**src/rtl/tlpq_pkg.sv**
```systemverilog
`timescale 1ns / 1ps

package tlpq_pkg;

  typedef enum logic [1:0] {
    OP_PUSH     = 2'd0,
    OP_POP_PRIO = 2'd1,
    OP_POP_URG  = 2'd2,
    OP_CLEAR    = 2'd3
  } opcode_t;

  typedef enum logic {
    S_IDLE = 1'b0,
    S_READ = 1'b1
  } state_t;

  typedef struct packed {
    logic push;
    logic pop;
    logic clear;
  } fifo_ctrl_t;

  localparam int unsigned LIMIT_W     = 5;
  localparam int unsigned TOTAL_W     = 6;
  localparam int unsigned OUT_DATA_W  = 48;
  localparam logic [LIMIT_W-1:0] LIMIT_RESET = 5'd16;

endpackage

```
**src/rtl/tlpq_fifo.sv**
```systemverilog
`timescale 1ns / 1ps

module tlpq_fifo #(
  parameter int unsigned QUEUE_DEPTH = 16,
  parameter int unsigned WORD_BITS   = 32,
  parameter int unsigned PTR_W       = $clog2(QUEUE_DEPTH),
  parameter int unsigned CNT_W       = $clog2(QUEUE_DEPTH + 1)
) (
  input  logic                           clk,
  input  logic                           rst_n,
  input  tlpq_pkg::fifo_ctrl_t           ctrl,
  input  logic [WORD_BITS-1:0]           wr_data,
  input  logic [tlpq_pkg::LIMIT_W-1:0]   limit,
  output logic                           can_push,
  output logic [CNT_W-1:0]               count,
  output logic [WORD_BITS-1:0]           rd_data
);

  localparam int unsigned LW = (CNT_W > tlpq_pkg::LIMIT_W) ? CNT_W : tlpq_pkg::LIMIT_W;

  logic [WORD_BITS-1:0] mem [QUEUE_DEPTH];
  logic [PTR_W-1:0]     head_r, head_nxt;
  logic [PTR_W-1:0]     tail_r, tail_nxt;
  logic [CNT_W-1:0]     count_r, count_nxt;
  logic [WORD_BITS-1:0] rd_data_r;

  function automatic logic [PTR_W-1:0] advance(input logic [PTR_W-1:0] p);
    logic [PTR_W-1:0] r;
    if (p == PTR_W'(QUEUE_DEPTH - 1)) begin
      r = '0;
    end else begin
      r = p + PTR_W'(1);
    end
    return r;
  endfunction

  assign can_push = (LW'(count_r) < LW'(limit)) && (LW'(count_r) < LW'(QUEUE_DEPTH));
  assign count    = count_r;
  assign rd_data  = rd_data_r;

  always_comb begin
    head_nxt  = head_r;
    tail_nxt  = tail_r;
    count_nxt = count_r;
    if (ctrl.clear) begin
      head_nxt  = '0;
      tail_nxt  = '0;
      count_nxt = '0;
    end else if (ctrl.push) begin
      tail_nxt  = advance(tail_r);
      count_nxt = count_r + CNT_W'(1);
    end else if (ctrl.pop) begin
      head_nxt  = advance(head_r);
      count_nxt = count_r - CNT_W'(1);
    end
  end

  always_ff @(posedge clk) begin
    if (!rst_n) begin
      head_r  <= '0;
      tail_r  <= '0;
      count_r <= '0;
    end else begin
      head_r  <= head_nxt;
      tail_r  <= tail_nxt;
      count_r <= count_nxt;
    end
  end

  always_ff @(posedge clk) begin
    if (ctrl.push && !ctrl.clear) begin
      mem[tail_r] <= wr_data;
    end
    if (ctrl.pop) begin
      rd_data_r <= mem[head_r];
    end
  end

endmodule

```
**src/rtl/two_level_priority_command_queue_unit.sv**
```systemverilog
`timescale 1ns / 1ps
// Two-level command queue: an urgent queue served ahead of a regular queue.
// Input words: in_tdata carries the command word, in_tuser the opcode and the
// push target. Opcodes: push, pop by priority, pop urgent only, clear both.
// Every input word yields exactly one output word on out_tdata with the push
// status, pop status, popped command, total occupancy and an all-empty flag.
// For each operation, the accept cycle updates pointers and counts and issues
// the write or the read of the queue memory; the next cycle picks up the
// registered read data and loads the output register. No new word is accepted
// while an operation is in flight.
// The output register holds its word while out_tready is low; a new input word
// is accepted only once that register is free or being drained.
// cfg_data sets the per-queue limit (reset 16, values above the depth act as
// the depth); write it only while the block is idle. cfg_ready is always high.
// Reset (rst_n low, synchronous) empties both queues and sets the limit to 16;
// memory contents are not cleared, no entry is read before it is written.
module two_level_priority_command_queue_unit #(
  parameter int unsigned QUEUE_DEPTH = 16,
  parameter int unsigned WORD_BITS   = 32
) (
  input  logic                               clk,
  input  logic                               rst_n,
  input  logic                               in_tvalid,
  output logic                               in_tready,
  input  logic [31:0]                        in_tdata,  // [31:0] command_word
  input  logic [2:0]                         in_tuser,  // [1:0] opcode, [2] is_immediate
  output logic                               out_tvalid,
  input  logic                               out_tready,
  // [0] push_accepted, [1] pop_valid, [33:2] popped_command,
  // [39:34] total_count, [40] all_empty, [47:41] zero
  output logic [tlpq_pkg::OUT_DATA_W-1:0]    out_tdata,
  input  logic                               cfg_valid,
  output logic                               cfg_ready,
  input  logic [tlpq_pkg::LIMIT_W-1:0]       cfg_data
);

  localparam int unsigned CNT_W = $clog2(QUEUE_DEPTH + 1);
  localparam int unsigned SUM_W = CNT_W + 7;

  tlpq_pkg::state_t  state_r, state_nxt;
  tlpq_pkg::opcode_t opcode;
  logic              is_imm;
  logic              in_acc;
  logic              load_out;

  logic [tlpq_pkg::LIMIT_W-1:0] max_entries_r;

  tlpq_pkg::fifo_ctrl_t urg_ctrl, reg_ctrl;
  logic                 urg_can_push, reg_can_push;
  logic [CNT_W-1:0]     urg_cnt, reg_cnt;
  logic [WORD_BITS-1:0] urg_rd, reg_rd, wr_word;
  logic [WORD_BITS+31:0] wr_ext;

  logic acc_r, pop_urg_r, pop_reg_r;
  logic push_ok, pop_urg, pop_reg;

  logic [WORD_BITS-1:0]  pop_word;
  logic [WORD_BITS+31:0] pop_ext;
  logic [SUM_W-1:0]      sum;
  logic [tlpq_pkg::TOTAL_W-1:0] total;

  logic                           out_valid_r;
  logic [tlpq_pkg::OUT_DATA_W-1:0] out_data_r;

  assign opcode = tlpq_pkg::opcode_t'(in_tuser[1:0]);
  assign is_imm = in_tuser[2];

  assign wr_ext  = {{WORD_BITS{1'b0}}, in_tdata};
  assign wr_word = wr_ext[WORD_BITS-1:0];

  assign cfg_ready = 1'b1;

  always_ff @(posedge clk) begin
    if (!rst_n) begin
      max_entries_r <= tlpq_pkg::LIMIT_RESET;
    end else if (cfg_valid) begin
      max_entries_r <= cfg_data;
    end
  end

  always_comb begin
    state_nxt = state_r;
    unique case (state_r)
      tlpq_pkg::S_IDLE: if (in_acc) state_nxt = tlpq_pkg::S_READ;
      tlpq_pkg::S_READ: state_nxt = tlpq_pkg::S_IDLE;
      default:          state_nxt = tlpq_pkg::S_IDLE;
    endcase
  end

  always_comb begin
    in_tready = 1'b0;
    load_out  = 1'b0;
    unique case (state_r)
      tlpq_pkg::S_IDLE: in_tready = !out_valid_r || out_tready;
      tlpq_pkg::S_READ: load_out  = 1'b1;
      default: begin
        in_tready = 1'b0;
        load_out  = 1'b0;
      end
    endcase
  end

  assign in_acc = in_tvalid && in_tready;

  always_comb begin
    push_ok = 1'b0;
    pop_urg = 1'b0;
    pop_reg = 1'b0;
    unique case (opcode)
      tlpq_pkg::OP_PUSH:     push_ok = is_imm ? urg_can_push : reg_can_push;
      tlpq_pkg::OP_POP_PRIO: begin
        pop_urg = (urg_cnt != '0);
        pop_reg = (urg_cnt == '0) && (reg_cnt != '0);
      end
      tlpq_pkg::OP_POP_URG:  pop_urg = (urg_cnt != '0);
      default: begin
        push_ok = 1'b0;
      end
    endcase
  end

  always_comb begin
    urg_ctrl.push  = in_acc && push_ok && is_imm;
    urg_ctrl.pop   = in_acc && pop_urg;
    urg_ctrl.clear = in_acc && (opcode == tlpq_pkg::OP_CLEAR);
    reg_ctrl.push  = in_acc && push_ok && !is_imm;
    reg_ctrl.pop   = in_acc && pop_reg;
    reg_ctrl.clear = in_acc && (opcode == tlpq_pkg::OP_CLEAR);
  end

  tlpq_fifo #(
    .QUEUE_DEPTH (QUEUE_DEPTH),
    .WORD_BITS   (WORD_BITS)
  ) u_urg (
    .clk      (clk),
    .rst_n    (rst_n),
    .ctrl     (urg_ctrl),
    .wr_data  (wr_word),
    .limit    (max_entries_r),
    .can_push (urg_can_push),
    .count    (urg_cnt),
    .rd_data  (urg_rd)
  );

  tlpq_fifo #(
    .QUEUE_DEPTH (QUEUE_DEPTH),
    .WORD_BITS   (WORD_BITS)
  ) u_reg (
    .clk      (clk),
    .rst_n    (rst_n),
    .ctrl     (reg_ctrl),
    .wr_data  (wr_word),
    .limit    (max_entries_r),
    .can_push (reg_can_push),
    .count    (reg_cnt),
    .rd_data  (reg_rd)
  );

  always_ff @(posedge clk) begin
    if (!rst_n) begin
      state_r <= tlpq_pkg::S_IDLE;
    end else begin
      state_r <= state_nxt;
    end
  end

  always_ff @(posedge clk) begin
    if (in_acc) begin
      acc_r     <= push_ok;
      pop_urg_r <= pop_urg;
      pop_reg_r <= pop_reg;
    end
  end

  always_comb begin
    pop_word = '0;
    if (pop_urg_r) begin
      pop_word = urg_rd;
    end else if (pop_reg_r) begin
      pop_word = reg_rd;
    end
  end

  assign pop_ext = {32'b0, pop_word};
  assign sum     = SUM_W'(urg_cnt) + SUM_W'(reg_cnt);
  assign total   = (sum > SUM_W'(63)) ? tlpq_pkg::TOTAL_W'(63) : sum[tlpq_pkg::TOTAL_W-1:0];

  always_ff @(posedge clk) begin
    if (!rst_n) begin
      out_valid_r <= 1'b0;
    end else if (load_out) begin
      out_valid_r <= 1'b1;
    end else if (out_tready) begin
      out_valid_r <= 1'b0;
    end
  end

  always_ff @(posedge clk) begin
    if (load_out) begin
      out_data_r <= {7'b0, (sum == '0), total, pop_ext[31:0],
                     (pop_urg_r || pop_reg_r), acc_r};
    end
  end

  assign out_tvalid = out_valid_r;
  assign out_tdata  = out_data_r;

`ifndef ASSERT_OFF
  a_ready_idle: assert property (@(posedge clk) disable iff (!rst_n)
    in_tready |-> (state_r == tlpq_pkg::S_IDLE))
    else $error("input taken while an operation is in flight");

  a_out_follows: assert property (@(posedge clk) disable iff (!rst_n)
    in_acc |=> ##1 out_tvalid)
    else $error("accepted word produced no output");

  a_cnt_bound: assert property (@(posedge clk) disable iff (!rst_n)
    (CNT_W'(QUEUE_DEPTH) >= urg_cnt) && (CNT_W'(QUEUE_DEPTH) >= reg_cnt))
    else $error("queue count exceeds depth");

  a_push_pop_excl: assert property (@(posedge clk) disable iff (!rst_n)
    out_tvalid |-> !(out_tdata[0] && out_tdata[1]))
    else $error("push and pop reported together");
`endif

endmodule

```
**config.mk**
```make
export PLATFORM = sky130hd
export DESIGN_NAME = two_level_priority_command_queue_unit
export DESIGN_NICKNAME = d
export VERILOG_FILES = /design/src/rtl/tlpq_pkg.sv /design/src/rtl/tlpq_fifo.sv /design/src/rtl/two_level_priority_command_queue_unit.sv
export SDC_FILE = /design/constraint.sdc
export NUM_CORES = 1
export LEC_CHECK = 0
export ABC_AREA = 1
export ABC_CLOCK_PERIOD_IN_PS = 5110
export BUFFER_PORTS_ARGS = -buffer_cell sky130_fd_sc_hd__buf_2
export CELL_PAD_IN_SITES_DETAIL_PLACEMENT = 1
export CELL_PAD_IN_SITES_GLOBAL_PLACEMENT = 2
export CORE_MARGIN = 5
export CORE_UTILIZATION = 46
export CTS_CLUSTER_DIAMETER = 30
export DETAILED_ROUTE_END_ITERATION = 12
export MAX_ROUTING_LAYER = met4
export PLACE_DENSITY = 0.91
export SETUP_SLACK_MARGIN = 0.4
export SLEW_MARGIN = 20
export SYNTH_ARGS = -nofsm -noshare
export SYNTH_HDL_FRONTEND = slang
export SYNTH_SLANG_ARGS = --single-unit
export TNS_END_PERCENT = 20
```
**constraint.sdc**
```tcl
create_clock -name clk -period 5.11 [get_ports clk]
set_clock_uncertainty 0.15 [all_clocks]
set_input_delay 0 -clock clk [delete_from_list [all_inputs] [get_ports clk]]
set_output_delay 0 -clock clk [all_outputs]
set_load 0.02 [all_outputs]
```
# --- Word level (Yosys, flattened, before mapping) ---
# Memory sizes are Yosys's and may differ from the RTL's. A register that Yosys moved wholly into a read port is not among the register bits.
# Index checks and enable logic that the tools add are counted.
word_totals:
  latch_bits: 0
  inputBits: 45
  ram_bits: 1024
  out_inout_bits: 51
  mem_bits_ro: 0
  elab_cells: 94
  memories: 2
  regBits: 77
memory_table:
  columns: ["name", "words", "word_bits", "rd", "rd_ports_with_merged_regs", "wr", "line_no", "source"]
  rows:
  - ["u_reg.mem", 16, 32, 1, 1, 1, "tlpq_fifo.sv:21", "logic [WORD_BITS-1:0] mem [QUEUE_DEPTH];"]
  - ["u_urg.mem", 16, 32, 1, 1, 1, "tlpq_fifo.sv:21", null]
op_classes:
  shift: 0
  reduce_logical: 29
  n_lt_le_gt_ge: 5
  n_div: 0
  mux: 24
  n_bitwise: 4
  eq_ne: 7
  n_mul: 0
  n_addsub: 9
op_table:
  columns: ["operator", "count"]
  rows:
  - ["32-bit 2-to-1 mux", 2]
  - ["5-bit 2-to-1 mux", 4]
  - ["4-bit by 1-bit adder with 4-bit output (second input constant)", 4]
  - ["4-bit equality test (second input constant)", 4]
  - ["4-bit 2-to-1 mux", 4]
  - ["1-bit 2-to-1 mux", 13]
  - ["1-bit logical AND", 12]
  - ["12-bit zero test", 1]
  - ["5-bit by 1-bit adder with 5-bit output (second input constant)", 2]
  - ["5-bit < comparator", 2]
  - ["5-bit < comparator (second input constant)", 2]
  - ["5-bit nonzero test", 2]
  - ["5-bit by 1-bit subtractor with 5-bit output (second input constant)", 2]
  - ["5-bit by 5-bit adder with 6-bit output", 1]
  - ["6-bit > comparator (second input constant)", 1]
  - ["2-bit nonzero test", 3]
  - ["5-bit zero test", 1]
  - ["2-bit equality test (second input constant)", 2]
  - ["1-bit NOT", 4]
  - ["2-bit AND reduction", 2]
  - ["2-bit OR reduction", 2]
  - ["1-bit zero test", 3]
  - ["2-bit by 1-bit equality test with 1-bit output (second input constant)", 1]
  - ["2-bit zero test", 1]
  - ["2 further kinds", 3]

# --- Longest topological paths before layout ---
logic_depth:
  depth_word: 9
  depth_mapped: 19
  mapped_depth_nobuf: 18

# --- Hierarchy ---
# A second synthesis with hierarchy kept.
hier_totals:
  cells_unflattened: 4982
  hier_area_um2: 50729.9
modules_own_cells:
  columns: ["mod", "cells_each", "area_each_um2", "n_inst", "seq_area_each_um2"]
  rows:
  - ["tlpq_fifo (u_reg)", 2359, 24124.4, 1, 16595.9]
  - ["tlpq_fifo (u_urg)", 2358, 24121.9, 1, 16595.9]
  - ["two_level_priority_command_queue_unit", 265, 2483.6, 1, 1461.4]

# --- Worst setup path after synthesis ---
# OpenSTA, ideal clock, no wires.
synth_path:
  kind: "register to register"
  start: "register state_r"
  end: "memory u_urg.mem[11][0] (enable)"
  period_less_slack_ns: 4.787
  path_buffers: 1
  arrival_ns: 4.176
  setup_ns: 0.461
  setup_slack_ns: 0.323
  path_stages_with_launch: 9
  required_ns: 4.499
  path_cell_list: "dfxtp_1 > a21oi_2 > nand2_1 > inv_2 > nand4_2 > buf_6 > nor2_4 > inv_1 > nor3_1"
synth_between:
  elab_chain_cells: 7
  word_cells_on_any_way: 9
  cone_classes: "3 x mux; 6 x reduce/logical"
synth_lines:
  columns: ["element", "line_no", "source"]
  rows:
  - ["from (decl)", "two_level_priority_command_queue_unit.sv:40", "tlpq_pkg::state_t state_r, state_nxt;"]
  - ["from (signal assigned)", "two_level_priority_command_queue_unit.sv:161", "state_r <= tlpq_pkg::S_IDLE;"]
  - ["from (signal assigned)", "two_level_priority_command_queue_unit.sv:163", "state_r <= state_nxt;"]
  - ["1-bit 2-to-1 mux (*)", "two_level_priority_command_queue_unit.sv:93", "unique case (state_r)"]
  - ["named net in_tready", "two_level_priority_command_queue_unit.sv:24", "output logic in_tready,"]
  - ["1-bit logical AND (*)", "two_level_priority_command_queue_unit.sv:103", "assign in_acc = in_tvalid && in_tready;"]
  - ["named net in_acc", "two_level_priority_command_queue_unit.sv:43", "logic in_acc;"]
  - ["1-bit logical AND (on tied branches)", "two_level_priority_command_queue_unit.sv:123, two_level_priority_command_queue_unit.sv:125", null]
  - ["1-bit logical AND or 1-bit zero test (tied branches)", "two_level_priority_command_queue_unit.sv:123, tlpq_fifo.sv:71", null]
  - ["1-bit logical AND (*)", "tlpq_fifo.sv:71", "if (ctrl.push && !ctrl.clear) begin"]
  - ["1-bit 2-to-1 mux (*)", "tlpq_fifo.sv:71", null]
  - ["1-bit 2-to-1 mux (implied by the code) (*)", "tlpq_fifo.sv:72", "mem[tail_r] <= wr_data;"]
  - ["to (decl)", "tlpq_fifo.sv:21", null]
# The timed path passes the listed nets; every way through them passes the cells marked *.

# --- Final worst setup path ---
layout_path:
  start: "register u_urg.count_r[1], in the netlist u_urg.count[1]"
  end: "memory u_urg.mem[10][7] (enable)"
layout_between:
  elab_chain_cells: 9
  word_cells_on_any_way: 10
  cone_classes: "2 x order compare; 4 x mux; 4 x reduce/logical"
layout_lines:
  columns: ["element", "line_no", "source"]
  rows:
  - ["from (decl)", "tlpq_fifo.sv:24", "logic [CNT_W-1:0] count_r, count_nxt;"]
  - ["from (signal assigned)", "tlpq_fifo.sv:66", "count_r <= count_nxt;"]
  - ["5-bit < comparator", "tlpq_fifo.sv:37", "assign can_push = (LW'(count_r) < LW'(limit)) && (LW'(count_r) < LW'(QUEUE_DEPTH));"]
  - ["1-bit logical AND (*)", "tlpq_fifo.sv:37", null]
  - ["1-bit 2-to-1 mux (*)", "two_level_priority_command_queue_unit.sv:110", "tlpq_pkg::OP_PUSH: push_ok = is_imm ? urg_can_push : reg_can_push;"]
  - ["1-bit 2-to-1 mux (*)", "two_level_priority_command_queue_unit.sv:109", "unique case (opcode)"]
  - ["1-bit logical AND (*) (2 in a row)", "two_level_priority_command_queue_unit.sv:123", "urg_ctrl.push = in_acc && push_ok && is_imm;"]
  - ["1-bit logical AND (*)", "tlpq_fifo.sv:71", null]
  - ["1-bit 2-to-1 mux (*)", "tlpq_fifo.sv:71", null]
  - ["1-bit 2-to-1 mux (implied by the code) (*)", "tlpq_fifo.sv:72", null]
# Mark *: on every way between the ends. The rest lies on a longest branch, timed or not.

==> summary.txt <==
Status
  • Status: complete, no violations

Synth
  • Post-synth ARST share: 0%
  • Prevailing post-synth register cell: edfxtp_1
  • #FFs+latches synth: 1165
  • YS warnings: 0
  • Syn_area_per_cell: 14.18 um^2
  • Sequential area share after synthesis: 75.72%
  • Netlist cell types: 44
  • Synthesized area: 45760 um^2
  • Mapped Cells: 3228
  • EDFF count, synth: 1132

GRT
  • Grt ovf: 0
  • Initial antenna violation count: 6
  • Largest net degree at the start of global routing: 145
  • Global-route wire length before repair: 221.2 mm
  • Vias in the first global route: 32410
  • Gr usage total: 29.00%

Placed design
  • DP HPWL: 81.60 mm
  • GP Congestion: 0.8191
  • Placed standard-cell area: 47590 um^2
  • PortBufs: 87

Timing
  • Final setup TNS: 0 ps
  • Unrepaired setup endpoints after global routing: false
  • Min Clock Period, post-route: 4408 ps
  • Maximum clock rate: 0.2269 GHz
  • Worst slew margin: 23.96%
  • Final hold viol count: 0
  • Max Slew Vio Count: 0
  • Worst slew pin tran: 1138 ps
  • Period Utilization, post-route: 86.26%
  • Final setup viols: 0

Cells and area
  • # fillers: 9153
  • Layout cell share with drive strength beyond 1: 15.92%
  • Design area: 55920 um^2
  • Area delta synth->final: 22.19%
  • Most frequent cells in the layout: edfxtp_1, nor2_1, o21ai_0, nand2_1, clkbuf_16
  • Nets: 3535
  • Commonest non-fill, non-tap cell in the layout: edfxtp_1

Route
  • Via count: 30940
  • DRC: 0
  • WL/cell: 31.07 um
  • Via density: 6.266
  • Antenna viol nets, final: 0
  • Wire length on met3: 16.13 mm
  • Initial DRC count: 4082
  • Routed wl met2: 74.20 mm
  • Wl on met1: 57.74 mm
  • WL final: 153.4 mm
  • Max Used Layer: met4
  • Pre-antenna DRT Iters: 5

Setup path
  • Register-to-Register Path Depth: 12
  • Worst setup SP type: flop
  • Worst path arrival time: 4730 ps
  • Worst path required time: 5440 ps
  • CP Class: reg -> reg
  • Crit path capture type: flop
  • CP max FO: 21

Die
  • Die Wd: 325.4 um
  • Total Die Area: 105900 um^2
  • IO Count: 96
  • Core region area: 98560 um^2
  • # rows: 115
  • Initial Util: 46.43%
  • Die Ht: 325.4 um

Clock tree
  • Post-CTS Setup Bufs: 0
  • Clock Sinks: 1165
  • Resize count post-CTS: 0
  • Clock buffer count from CTS: 211
  • Clock-pin slew on the worst setup and hold paths: 50 ps
  • CTS H-tree depth: 4
  • Worst skew pair latency: 800 ps
  • CTS root buf: clkbuf_16
  • Maximum root-to-sink buffer count: 3
  • CTS tree: yes

Min path
  • Worst Hold Class: in -> reg
  • Worst Hold Depth: 5

Power and ir drop
  • P_leak: 18.60 nW
  • Power per cell area: 484.5 nW/um^2
  • Power, Total: 27.09 mW
  • VDD IR max: 0.0002720 V

Run
  • Max-cap violations: 0
## timing repair
action | CTS | global route
hold buffers | 67 | 0
setup endpoints to repair | 0 | 0
endpoints found under the hold margin | 1094 | 0
## final cells by class
| class | instances | area [um^2] | area share, % |
|---|---|---|---|
| inverters | 58 | 227.7 | 0.4072 |
| diodes | 6 | 15.01 | 0.02685 |
| clock inverters | 172 | 2092 | 3.741 |
| repair buffers | 223 | 1824 | 3.262 |
| clock buffers | 230 | 5404 | 9.664 |
| multi-input cells | 1796 | 10070 | 18.02 |
| well taps | 1287 | 1610 | 2.880 |
| flip-flops and latches | 1165 | 34670 | 62.00 |
## stage by stage
step / setup slack (ps) / utilization [%] / hold WS (ps) / std cells
after floorplan: 322.6 / - / -51.13 / 3234
after global placement: 1223 / 48.23 / 73.88 / 4454
after detailed placement: 1119 / 48.28 / 76.68 / 4456
after CTS: 733.1 / 56.57 / 101.5 / 4925
after global routing: 489.6 / 56.73 / 161.8 / 4936
final: 702.1 / 56.74 / 138.3 / 4937
## routing by layer
metal | vias to the layer above | GRT usage [%]
met5 | - | -
li1 | 12690 | -
met2 | 2002 | 45.72
met3 | 354 | 8.885
met4 | 0 | 10.96
met1 | 15890 | 35.55
## flip-flops by register name, indices dropped and copies added, names as in the netlist, 4 cells and up
register / count
max_entries_r: 5
u_urg.count: 5
u_reg.tail_r: 4
u_reg.mem: 512
u_urg.head_r: 4
u_urg.rd_data: 32
u_urg.mem: 512
u_reg.rd_data: 32
u_reg.count: 5
u_reg.head_r: 4
out_tdata: 41
u_urg.tail_r: 4
## Yosys cell counts, types with 8 or more instances
| cell | n | area [um^2] |
|---|---|---|
| clkbuf_1 | 122 | 457.9 |
| nor3_1 | 11 | 55.05 |
| buf_2 | 42 | 210.2 |
| buf_6 | 16 | 180.2 |
| a21oi_1 | 22 | 110.1 |
| nor2_1 | 618 | 2320 |
| o21ai_0 | 274 | 1371 |
| edfxtp_1 | 1132 | 33990 |
| xor2_1 | 10 | 87.58 |
| nand2_1 | 252 | 945.9 |
| ha_1 | 32 | 400.4 |
| o32ai_1 | 152 | 1331 |
| buf_1 | 8 | 30.03 |
| dfxtp_1 | 33 | 660.6 |
| mux2i_1 | 104 | 1041 |
| nand3_1 | 151 | 755.7 |
| buf_4 | 25 | 187.7 |
| inv_1 | 52 | 195.2 |
| o221ai_1 | 104 | 910.9 |
| o211ai_1 | 24 | 180.2 |
## kinds of logic after synthesis
kind of cell,Yosys count,share of synthesized area [%]
AO/OA/AOI/OAI,592,8.768
AND/OR/NAND/NOR,1045,9.134
XOR/XNOR,12,0.2297
adder cells (fa/ha/maj),35,1.006
multiplexers,104,2.275
flip-flops,1165,75.72
other,2,0.01641
buffers and inverters,273,2.849
## worst max-delay path: stages, from the launching register on
cell and delay [ps]:
dfxtp_1 520, ha_1 300, a21boi_1 130, o21bai_1 130, nand2_1 70, nand2_1 120, nand4_2 90, dlygate4sd3_1 570
buf_4 210, nor2_2 170, nand2_1 300, nor2_4 930, buf_4 370
## report_power, final
part / internal (mW) / switching, mW / total, mW / leakage, nW
combinational: 0.414 / 1.15 / 1.57 / 4.54
sequential: 10.6 / 0.0917 / 10.7 / 10.5
clock: 9.46 / 5.35 / 14.8 / 3.58
## path summary, 6_finish.rpt
kind / start / slack, ps / endpoint
max: u_urg.count[1] / 700 / u_urg.mem[10][7]
min: in_tuser[2] / 140 / acc_r
max reg2reg: u_urg.count[1] / 700 / u_urg.mem[10][7]
min reg2reg: acc_r / 270 / out_tdata[0]
No activity file was read; power rests on OpenSTA's default activity.
